<file path="src/sv/dscb_pkg.sv">
`default_nettype none

package dscb_pkg;

    // Opcodes of an input beat
    localparam logic OP_PUSH  = 1'b0;
    localparam logic OP_FLUSH = 1'b1;

    // Status codes of a result beat
    localparam logic [1:0] STAT_ACCEPTED = 2'd0;
    localparam logic [1:0] STAT_FULL     = 2'd1;
    localparam logic [1:0] STAT_ENTRY    = 2'd2;
    localparam logic [1:0] STAT_EMPTY    = 2'd3;

    typedef struct packed {
        logic              opcode;
        logic [1:0]        kind;
        logic [31:0]       handle;
        logic signed [31:0] depth_key;
    } t_in;

    typedef struct packed {
        logic [1:0]        status;
        logic [1:0]        out_kind;
        logic [31:0]       out_handle;
        logic signed [31:0] out_depth;
        logic              last;
    } t_out;

    // One stored entry
    typedef struct packed {
        logic [1:0]        kind;
        logic [31:0]       handle;
        logic signed [31:0] key;
    } t_entry;

    // Per-cycle command broadcast to every cell
    typedef struct packed {
        logic push;   // insert the broadcast entry
        logic pop;    // shift everything one slot toward cell 0
    } t_cell_ctrl;

endpackage

`default_nettype wire

</file>
<file path="src/sv/dscb_cell.sv">
`default_nettype none

module dscb_cell (
    input  wire                  i_clk,
    input  dscb_pkg::t_cell_ctrl i_ctrl,
    input  dscb_pkg::t_entry     i_new,
    input  dscb_pkg::t_entry     i_left,
    input  wire                  i_left_gt,
    input  wire                  i_left_valid,
    input  wire                  i_valid,
    input  dscb_pkg::t_entry     i_right,
    output dscb_pkg::t_entry     o_entry,
    output logic                 o_gt
);

    dscb_pkg::t_entry r_entry;
    dscb_pkg::t_entry n_entry;

    // Stored key strictly above the new key: this slot moves up on a push
    assign o_gt    = i_valid && ($signed(r_entry.key) > $signed(i_new.key));
    assign o_entry = r_entry;

    always_comb begin
        n_entry = r_entry;
        if (i_ctrl.pop) begin
            n_entry = i_right;
        end else if (i_ctrl.push) begin
            if (i_left_gt) begin
                n_entry = i_left;
            end else if (i_left_valid && (o_gt || !i_valid)) begin
                n_entry = i_new;
            end
        end
    end

    always_ff @(posedge i_clk) begin
        r_entry <= n_entry;
    end

endmodule

`default_nettype wire

</file>
<file path="config.mk">
export PLATFORM = sky130hd
export DESIGN_NAME = dscb_cell
export DESIGN_NICKNAME = d
export VERILOG_FILES = /design/src/sv/dscb_pkg.sv /design/src/sv/dscb_cell.sv
export SDC_FILE = /design/constraint.sdc
export NUM_CORES = 1
export LEC_CHECK = 0
export BUFFER_PORTS_ARGS = -buffer_cell sky130_fd_sc_hd__buf_2
export CAP_MARGIN = 10
export CORE_MARGIN = 1.5
export CORE_UTILIZATION = 39
export DETAILED_ROUTE_END_ITERATION = 16
export GPL_TIMING_DRIVEN = 0
export PLACE_DENSITY = 0.78
export SETUP_SLACK_MARGIN = 0.05
export SLEW_MARGIN = 10
export SYNTH_ARGS = -nofsm -noshare
export SYNTH_HDL_FRONTEND = slang
export SYNTH_SLANG_ARGS = --single-unit
</file>
<file path="constraint.sdc">
create_clock -name i_clk -period 6.3 [get_ports i_clk]
set_input_delay 1.26 -clock i_clk [delete_from_list [all_inputs] [get_ports i_clk]]
set_output_delay 1.26 -clock i_clk [all_outputs]
set_load 0.03 [all_outputs]
</file>
Word-level counts from Yosys, hierarchy flattened
Index checks and enable logic that the tools add are counted.
{"block": "word_totals", "register_bits": 66, "out_inout_bits": 67, "elab_cells": 15}
{"block": "classes", "magnitude_cmp": 1, "muxes": 4, "n_reduce_logical": 7}
{"cell": "66-bit two-way mux", "n": 4}
{"cell": "32-bit greater-than comparator", "n": 1}
{"cell": "3-bit nonzero test", "n": 1}
{"cell": "1-bit logical AND", "n": 2}
{"cell": "2-bit AND reduction", "n": 1}
{"cell": "2-bit nonzero test", "n": 1}
{"cell": "1-bit zero test", "n": 1}
{"cell": "1-bit logical OR", "n": 1}

Longest topological paths before layout
Gate-level depths: netlist (run 1).
{"block": "logic_depth", "word_depth": 8, "ltp_mapped": 8, "ltp_nobuf": 8}

Least setup slack after synthesis (run 1)
OpenSTA, ideal clock, no wires.
{"block": "synth_path", "kind": "in2reg", "start": "input port i_new[7] (netlist bit)", "end": "register r_entry, in the netlist o_entry[0], enable pin", "setup_time_ns": 0.494, "arrival_time_ns": 5.461, "slack_ns": 0.346, "path_stages": 8, "path_buffers": 0, "path_cell_list": "inv_1 ha_1 a21oi_1 o21ai_1 a211o_1 o41ai_2 a21oi_1 o31ai_2"}
{"block": "synth_via", "elab_chain_cells": 6}
{"element": "from (decl)", "line_no": "dscb_cell.sv:6", "source": "input dscb_pkg::t_entry i_new,"}
{"element": "32-bit greater-than comparator", "line_no": "dscb_cell.sv:20", "source": "assign o_gt = i_valid && ($signed(r_entry.key) > $signed(i_new.key));"}
{"element": "1-bit logical AND", "line_no": "dscb_cell.sv:20"}
{"element": "1-bit logical OR", "line_no": "dscb_cell.sv:30", "source": "end else if (i_left_valid && (o_gt || !i_valid)) begin"}
{"element": "1-bit logical AND", "line_no": "dscb_cell.sv:30"}
{"element": "3-bit nonzero test (no source line)"}
{"element": "2-bit AND reduction (no source line)"}
{"element": "to (signal assigned)", "line_no": "dscb_cell.sv:37", "source": "r_entry <= n_entry;"}
{"element": "to (decl)", "line_no": "dscb_cell.sv:16", "source": "dscb_pkg::t_entry r_entry;"}
No other way between the ends.
A chain may end at the register's enable or synchronous reset.

Worst setup path after layout (run 1)
{"block": "layout_path", "start": "input port i_new[7] (netlist bit)", "end": "output port o_gt"}
{"block": "layout_via", "elab_chain_cells": 2}
{"element": "32-bit greater-than comparator", "line_no": "dscb_cell.sv:20"}
{"element": "1-bit logical AND", "line_no": "dscb_cell.sv:20"}
{"element": "to (decl)", "line_no": "dscb_cell.sv:13", "source": "output logic o_gt"}
No other way between the ends.

==> results.ini, run 1 <==
[run_status]
status=finished, final reports clean

[die]
die_width_um=107
die_h_um=107
dieArea_um2=11400
rows=37
core_um2=10400
io_pins=271
start_util=0.405

[cts]
clk_latency_ns=0.34
clockBufferDepth=2
clkSinkCount=66
post_cts_buffers=0
postCtsHoldBufs=0
clk_pin_slew_worst_paths_ns=0.07
cts_made_buffers=9
clockRootBuffer=clkbuf_8
cts_tree=done
ctsResizeCount=0
cts_max_level=3

[critical_path]
critical_path_class=in -> out
end_kind=output port
cp_top_family=compound AO/OA/AOI/OAI gates
cp_num_buf_inv=3
crit_path_start_kind=input pin
critPathRequiredTime_ns=5.04
crit_chain=buf_2 -> inv_1 -> ha_1 -> a21oi_1 -> o21ai_1 -> a211o_1 -> o41ai_2 -> a21oi_1 -> nor3_1 -> buf_2
cp_slowest_stage_delay_ns=0.39
cp_slowest_cell=o41ai_2
cp.arrival_ns=3.26
crit_path_max_fanout=3

[yosys]
synth_top_area_frac=0.470
synth_area_leaders=edfxtp_1 47%, mux2i_1 16%, ha_1 9.5%
yosysSeqAreaShare=0.470
yosys.area.top_type=edfxtp_1
async_reset_ff_frac=0
synth-seq-cells=66
synth_edf_count=66
synth_cells=410
ys_warn_count=0
synth_flop_cell=edfxtp_1
synth.most_common_cell=nand2_1
synth.avg_cell_area_um2=10.3
ys_types=29
yosys-top-cells-count=74 x nand2_1, 70 x o21ai_0, 66 x edfxtp_1, 66 x mux2i_1, 35 x inv_1
synth.cell_area_um2=4210
syn-num-nets=646

[flow_run]
maxCapViolations=0

[sta]
slew_headroom=0.614
tightest_slew_ns=0.579
drv_slew=0
finalSetupViolCount=0
final_hold_viol_count=0
fin_worst_skew_ns=0.00492
rsz0062_at_grt=false
max_freq_ghz=0.221
period_share=0.717
post-route-min-period_ns=4.52

[global_routing]
grt_pass1_vias=4244
overflow=0
grt_usage=0.231
grt_pass1_wl_um=20100
grt_max_degree=19
grt_antenna_before_repair=0

[route]
firstDrtPassIters=4
wl_um=13300
wire_per_inst_um=16.0
dr_total_vias=4192
antenna_left=0
drcViolationCount=0
drt_iter0_drc=245
vias_per_cell=5.03

[power]
p_total_uw=1320
cellLeakagePower_uw=0.00309
ir_drop_v=0.000106
power_density_nw_per_um2=221

[layout]
layout.cells.non_filler=833
fillCellCount=925
drive_above_1_share=0.426
largest_reg_flops=66
num_antenna_cells=0
finalNetCount=929
final_util=0.574
syn2layout_area_growth_pct=41.9

[placement]
dp.cells=818
place.gp.congestion=0.831
portBuffers=268
hpwl_um=11100

[hold_path]
min_path_type=in -> reg

## layout by cell type, fill, tap and decap left out, drive strengths merged, types with 2 or more instances in the layout
master / n
buf: 279
nand2: 74
o21ai: 71
mux2i: 66
edfxtp: 66
inv: 35
ha: 32
clkbuf: 25
a21oi: 15
nand4: 6
nand3: 4
clkinv: 4
nor2: 2
nor3: 2
o211ai: 2
nor4: 2
## per-layer routing
metal | GRT usage | vias up | routed length, µm
met3 | 0.0517 | 28 | 975
met5 | 0 | - | 0
met4 | 0.0990 | 0 | 383
met1 | 0.250 | 1908 | 5050
li1 | - | 2041 | -
met2 | 0.431 | 215 | 6940
## worst paths after layout
check | cells past startpoint | end | slack, ns | startpoint
worst min-delay path | 3 | o_entry[51] | 1.20 | i_right[51]
worst max-delay path | 10 | o_gt | 1.78 | i_new[7]
worst min register to register | 5 | o_entry[18] | 1.28 | o_entry[31]
worst max register to register | 9 | o_entry[38] | 3.40 | o_entry[7]
## kinds of logic after synthesis
family | synth area share
flops | 0.470
compound gates | 0.123
buf+inv | 0.0528
simple gates | 0.102
mux | 0.157
fa+ha+maj | 0.0950
## final cells by class
| cell class | count | area, µm² | area share |
|---|---|---|---|
| buffer | 22 | 91.3 | 0.0153 |
| multi-input combinational | 287 | 2020 | 0.337 |
| tap | 136 | 170 | 0.0285 |
| clock inverter | 5 | 46.3 | 0.00774 |
| inverter | 35 | 131 | 0.0220 |
| sequential | 66 | 1980 | 0.331 |
| timing repair buffer | 272 | 1410 | 0.236 |
| clock buffer | 10 | 128 | 0.0213 |
## stage by stage
step / hold slack (ns) / setup TNS (ns) / instance area (µm²) / setup WS, ns
after floorplan: 1.45 / 0 / 4210 / 0.346
after global placement: 1.54 / -87.19 / 5730 / -1.32
after detailed placement: 1.26 / 0 / 5810 / 1.75
after CTS: 1.18 / 0 / 5980 / 1.75
after global routing: 1.19 / 0 / 5980 / 1.63
final: 1.20 / 0 / 5980 / 1.78
## report_power, final
part | switching, µW | internal (µW) | total (µW) | leakage [µW]
Sequential | 20.1 | 550 | 570 | 0.000683
Combinational | 265 | 156 | 421 | 0.00232
Clock | 154 | 176 | 330 | 0.0000886
## worst min-delay path, stage by stage
cell     delay (ns)
buf_2          0.07
nand2_1        0.04
o21ai_0        0.05
Power figures use the tool's default switching activity.
==> run 2: changes to the inputs <==
CORE_AREA = 2 2 105 107   (was not set)
CORE_MARGIN = not set   (was 1.5)
CORE_UTILIZATION = not set   (was 39)
DIE_AREA = 0 0 107 109   (was not set)
PLACE_DENSITY = 0.76   (was 0.78)
clock period = 4.45 ns   (was 6.3 ns; I/O delays follow)
==> run 2 against run 1 <==
Flip-flop and latch count stayed put. Critical endpoint unchanged. Largest power group unchanged. Critical path type unchanged. Sequential power is 42% higher. Register-to-register slack worse by 2.0 ns.
==> results.ini, run 2 (synthesis gave the netlist of run 1 again) <==
[run_status]
status=finished, final reports clean  ; unchanged

[cts]
cts_max_level=3  ; unchanged
post_cts_buffers=0  ; unchanged
ctsResizeCount=0  ; unchanged
clockBufferDepth=2  ; unchanged
cts_tree=done  ; unchanged
cts_made_buffers=9  ; unchanged
clkSinkCount=66  ; unchanged
clk_pin_slew_worst_paths_ns=0.07  ; about the same
clk_latency_ns=0.34  ; about the same
clockRootBuffer=clkbuf_8  ; unchanged
postCtsHoldBufs=0  ; unchanged

[power]
ir_drop_v=0.000159  ; was 0.000106 V
power_density_nw_per_um2=313  ; was 221 nW/µm²
cellLeakagePower_uw=0.00309  ; unchanged

[die]
start_util=0.397  ; was 0.405
die_width_um=107  ; about the same
dieArea_um2=11700  ; was 11400 µm²
core_um2=10600  ; was 10400 µm²
rows=38  ; was 37
die_h_um=109  ; was 107 µm
io_pins=271  ; unchanged

[route]
wl_um=13100  ; was 13300 µm
antenna_left=0  ; unchanged
wire_per_inst_um=15.6  ; was 16.0 µm
vias_per_cell=4.96  ; was 5.03
dr_total_vias=4153  ; was 4192
drcViolationCount=0  ; unchanged
firstDrtPassIters=4  ; unchanged
drt_iter0_drc=220  ; was 245

[placement]
place.gp.congestion=0.810  ; was 0.831
dp.cells=822  ; was 818
portBuffers=268  ; unchanged
placed_area_um2=5810  ; about the same
hpwl_um=10600  ; was 11100 µm

[sta]
rsz0062_at_grt=false  ; unchanged
slew_headroom=0.615  ; was 0.614
final_hold_viol_count=0  ; unchanged
holdWs_ns=0.831  ; was 1.20 ns
post-route-min-period_ns=3.81
drv_slew=0  ; unchanged
fin_worst_skew_ns=0.00846  ; was 0.00492 ns
tightest_slew_ns=0.578  ; was 0.579 ns
max_freq_ghz=0.263
finalSetupViolCount=0  ; unchanged
period_share=0.855

[layout]
final_util=0.565  ; was 0.574
finalNetCount=929  ; unchanged
num_antenna_cells=0  ; unchanged
layout_common_cells=275 x buf_2, 74 x nand2_1, 70 x o21ai_0  ; unchanged
drive_above_1_share=0.426  ; unchanged
final_cell_area_um2=5990  ; was 5980 µm²
syn2layout_area_growth_pct=42.0  ; was 41.9%
largest_reg_flops=66  ; unchanged
layout_commonest_cell=buf_2  ; unchanged
layout.cells.non_filler=837  ; was 833

[critical_path]
crit_start=i_new[7]  ; unchanged
reg2reg_from=o_entry[7]  ; unchanged
critical_path_class=in -> out  ; unchanged
crit_path_max_fanout=3  ; unchanged
crit_path_start_kind=input pin  ; unchanged
reg2reg_slack_ns=1.38  ; was 3.40 ns
end_kind=output port  ; unchanged
cp.arrival_ns=2.92  ; was 3.26 ns
critPathRequiredTime_ns=3.56  ; was 5.04 ns

[global_routing]
overflow=0  ; unchanged
grt_antenna_before_repair=0  ; unchanged
grt_pass1_wl_um=19600  ; was 20100 µm
grt_max_degree=19  ; unchanged
grt_pass1_vias=4098  ; was 4244
grt_usage=0.219  ; was 0.231

[flow_run]
maxCapViolations=0  ; unchanged

[hold_path]
min_from=i_right[0]  ; was i_right[51]
min_path_type=in -> reg  ; unchanged

[run 2: cell counts in the layout (fill, tap and decap cells not counted)]
Identical to the previous run, type by type.
[run 2: report_power, final]
part           leakage [µW]  switching, µW  internal [µW]  total (µW)
Combinational       0.00232            371            221         592
Sequential         0.000683           29.0            779         808
Clock             0.0000886            223            249         473
Total               0.00309            624           1250        1870
[run 2: metal layers]
layer / GRT usage / routed length [µm] / up-vias
met1: 0.248 / 5130 / 1881
li1: - / - / 2045
met5: 0 / 0 / -
met3: 0.0359 / 898 / 25
met2: 0.403 / 6720 / 202
met4: 0.102 / 307 / 0
[run 2: metrics by stage]
step | total power (µW) | setup TNS, ns | setup slack (ns)
after floorplan | 1170 | 0 | 0.0956
after global placement | 1390 | -63.48 | -0.966
after detailed placement | 1410 | 0 | 0.594
after CTS | 1890 | 0 | 0.588
after global routing | 1970 | 0 | 0.545
final | 1870 | 0 | 0.643
[run 2: area by class of cell]
cell class                      count  area, µm²
Buffer                             22       91.3
Clock buffer                       10        128
Clock inverter                      5       46.3
Fill cell                         937       4620
Inverter                           35        131
Multi-Input combinational cell    287       2020
Sequential cell                    66       1980
Tap cell                          140        175
Timing Repair Buffer              272       1410
[run 2: path summary, 6_finish.rpt]
kind | end | cells past startpoint
worst max register to register | o_entry[53] | 10
worst max-delay path | o_gt | 10
worst min register to register | o_entry[7] | 4
worst min-delay path | o_entry[0] | 3
[run 2: critical path: stages]
cell and delay (ns):
buf_2 0.09, inv_1 0.04, ha_1 0.32, a21oi_1 0.16
o21ai_1 0.09, a211o_1 0.31, o41ai_2 0.41, a21oi_1 0.20
nor3_1 0.17, buf_2 0.24
==> run 3: changes to the inputs <==
GPL_TIMING_DRIVEN = not set   (was 0)
==> run 3 against run 2 <==
Via count shrank 3.9%. Hold slack lost 0.0014 ns. Power shrank 1.6%. Die area is the same. Design area shrank 2.0%. Maximum frequency grew 1.2%. Setup slack gained 0.045 ns. Non-clock buffer count shrank 20. Flip-flop and latch count is the same. First-iteration DRC count shrank 14%. Wire length shrank 11%. Clock-buffer cell count grew 1. Largest power group unchanged.
==> results.ini, run 3 (synthesis gave the netlist of run 1 again) <==
[run_status]
status=finished, final reports clean  ; unchanged

[route]
vias_per_cell=4.88  ; was 4.96
wire_per_inst_um=14.2  ; was 15.6 µm
drcViolationCount=0  ; unchanged
drt_iter0_drc=190  ; was 220
antenna_left=0  ; unchanged
wl_um=11600  ; was 13100 µm
firstDrtPassIters=4  ; unchanged
dr_total_vias=3989  ; was 4153

[sta]
final_hold_viol_count=0  ; unchanged
slew_headroom=0.599  ; was 0.615
rsz0062_at_grt=false  ; unchanged
tightest_slew_ns=0.601  ; was 0.578 ns
fin_worst_skew_ns=0.00795  ; was 0.00846 ns
post-route-min-period_ns=3.76  ; was 3.81 ns
drv_slew=0  ; unchanged
finalSetupViolCount=0  ; unchanged
max_freq_ghz=0.266  ; was 0.263 GHz
period_share=0.845  ; was 0.855
setup_tns_ns=0  ; unchanged

[die]
rows=38  ; unchanged
io_pins=271  ; unchanged
core_um2=10600  ; unchanged
start_util=0.397  ; unchanged
dieArea_um2=11700  ; unchanged
die_h_um=109  ; unchanged
die_width_um=107  ; unchanged

[cts]
cts_made_buffers=9  ; unchanged
clk_pin_slew_worst_paths_ns=0.07  ; about the same
ctsResizeCount=0  ; unchanged
clkSinkCount=66  ; unchanged
cts_tree=done  ; unchanged
clk_latency_ns=0.34  ; about the same
clockRootBuffer=clkbuf_8  ; unchanged
clockBufferDepth=2  ; unchanged
cts_max_level=3  ; unchanged
post_cts_buffers=0  ; unchanged
postCtsHoldBufs=0  ; unchanged

[critical_path]
cp.arrival_ns=2.87  ; was 2.92 ns
crit_chain=buf_2 -> inv_1 -> ha_1 -> a21oi_1 -> o21ai_1 -> a211o_1 -> o41ai_2 -> a21oi_1 -> nor3_1 -> buf_2  ; unchanged
critical_path_class=in -> out  ; unchanged
endpoint=o_gt  ; unchanged
crit_start=i_new[7]  ; unchanged
cp_num_buf_inv=3  ; unchanged
cp_slowest_cell=o41ai_2  ; unchanged
ff2ff_path_depth=8  ; was 10
critPathRequiredTime_ns=3.56  ; about the same
cp_top_family=compound AO/OA/AOI/OAI gates  ; unchanged
reg2reg_from=o_entry[7]  ; unchanged
crit_path_start_kind=input pin  ; unchanged
end_kind=output port  ; unchanged
reg2reg_to=o_entry[32]  ; was o_entry[53]
reg2reg_slack_ns=1.50  ; was 1.38 ns
cp_slowest_stage_delay_ns=0.39  ; was 0.41 ns
crit_path_max_fanout=3  ; unchanged
cp.depth=10  ; unchanged

[global_routing]
use_met1=0.216  ; was 0.248
grt_pass1_vias=3864  ; was 4098
grt_antenna_before_repair=0  ; unchanged
grtUsageMet3=0.0347  ; was 0.0359
grt_pass1_wl_um=17600  ; was 19600 µm
busiest_layer=met2  ; unchanged
use_met2=0.368  ; was 0.403
grt_max_degree=75  ; was 19
grt_usage=0.195  ; was 0.219
overflow=0  ; unchanged

[hold_path]
min_from=i_right[38]  ; was i_right[0]
min_path_type=in -> reg  ; unchanged

[power]
cellLeakagePower_uw=0.00304  ; was 0.00309 µW
ir_drop_v=0.000143  ; was 0.000159 V
power_density_nw_per_um2=314  ; was 313 nW/µm²

[placement]
place.gp.congestion=0.807  ; was 0.810
portBuffers=270  ; was 268
hpwl_um=9350  ; was 10600 µm

[flow_run]
maxCapViolations=0  ; unchanged

[layout]
drive_above_1_share=0.433  ; was 0.426
num_antenna_cells=0  ; unchanged
layout_commonest_cell=buf_2  ; unchanged
finalNetCount=909  ; was 929
syn2layout_area_growth_pct=39.3  ; was 42.0%
layout_common_cells=268 x buf_2, 74 x nand2_1, 70 x o21ai_0  ; was 275 x buf_2, 74 x nand2_1, 70 x o21ai_0
final_util=0.553  ; was 0.565
largest_reg_flops=66  ; unchanged

==> run 3: worst min-delay path, cell delays in order <==
cell and delay [ns]:
buf_2 0.07, nand2_1 0.04, o21ai_0 0.05
==> run 3: worst min path at each step <==
stage | to | cells past startpoint
after floorplan | o_entry[63] | 2
after global placement | o_entry[22] | 3
after detailed placement | o_entry[38] | 3
after CTS | o_entry[41] | 3
after global routing | o_entry[60] | 3
final | o_entry[38] | 3
==> run 3: layout make-up <==
cell class | count | area [µm²]
clock buffer | 11 | 131
clock inverter | 4 | 43.8
fill | 923 | 4730
inverter | 35 | 131
multi-input combinational | 287 | 2020
sequential | 66 | 1980
tap | 140 | 175
timing repair buffer | 274 | 1390
==> run 3: metal layers <==
| metal | part of all wire | up-vias |
|---|---|---|
| met5 | 0 | - |
| met2 | 0.52 | 174 |
| met1 | 0.40 | 1788 |
| li1 | - | 2012 |
| met3 | 0.066 | 15 |
| met4 | 0.015 | 0 |
==> run 3: metrics by stage <==
stage	instance area [µm²]	cells	total power [µW]	hold slack (ns)	worst slack, ns
4_1_cts	5870	817	1870	0.804	0.654
5_1_grt	5870	817	1940	0.821	0.526
3_5_place_dp	5690	802	1390	1.17	0.653
3_3_place_gp	5690	802	1380	1.17	0.729
2_1_floorplan	4220	410	1170	1.08	0.0956
6_report	5870	817	1840	0.830	0.688
==> run 3: where the power goes <==
part           total (µW)  internal [µW]  switching (µW)
sequential            807            779            27.9
combinational         571            208             363
clock                 464            252             212
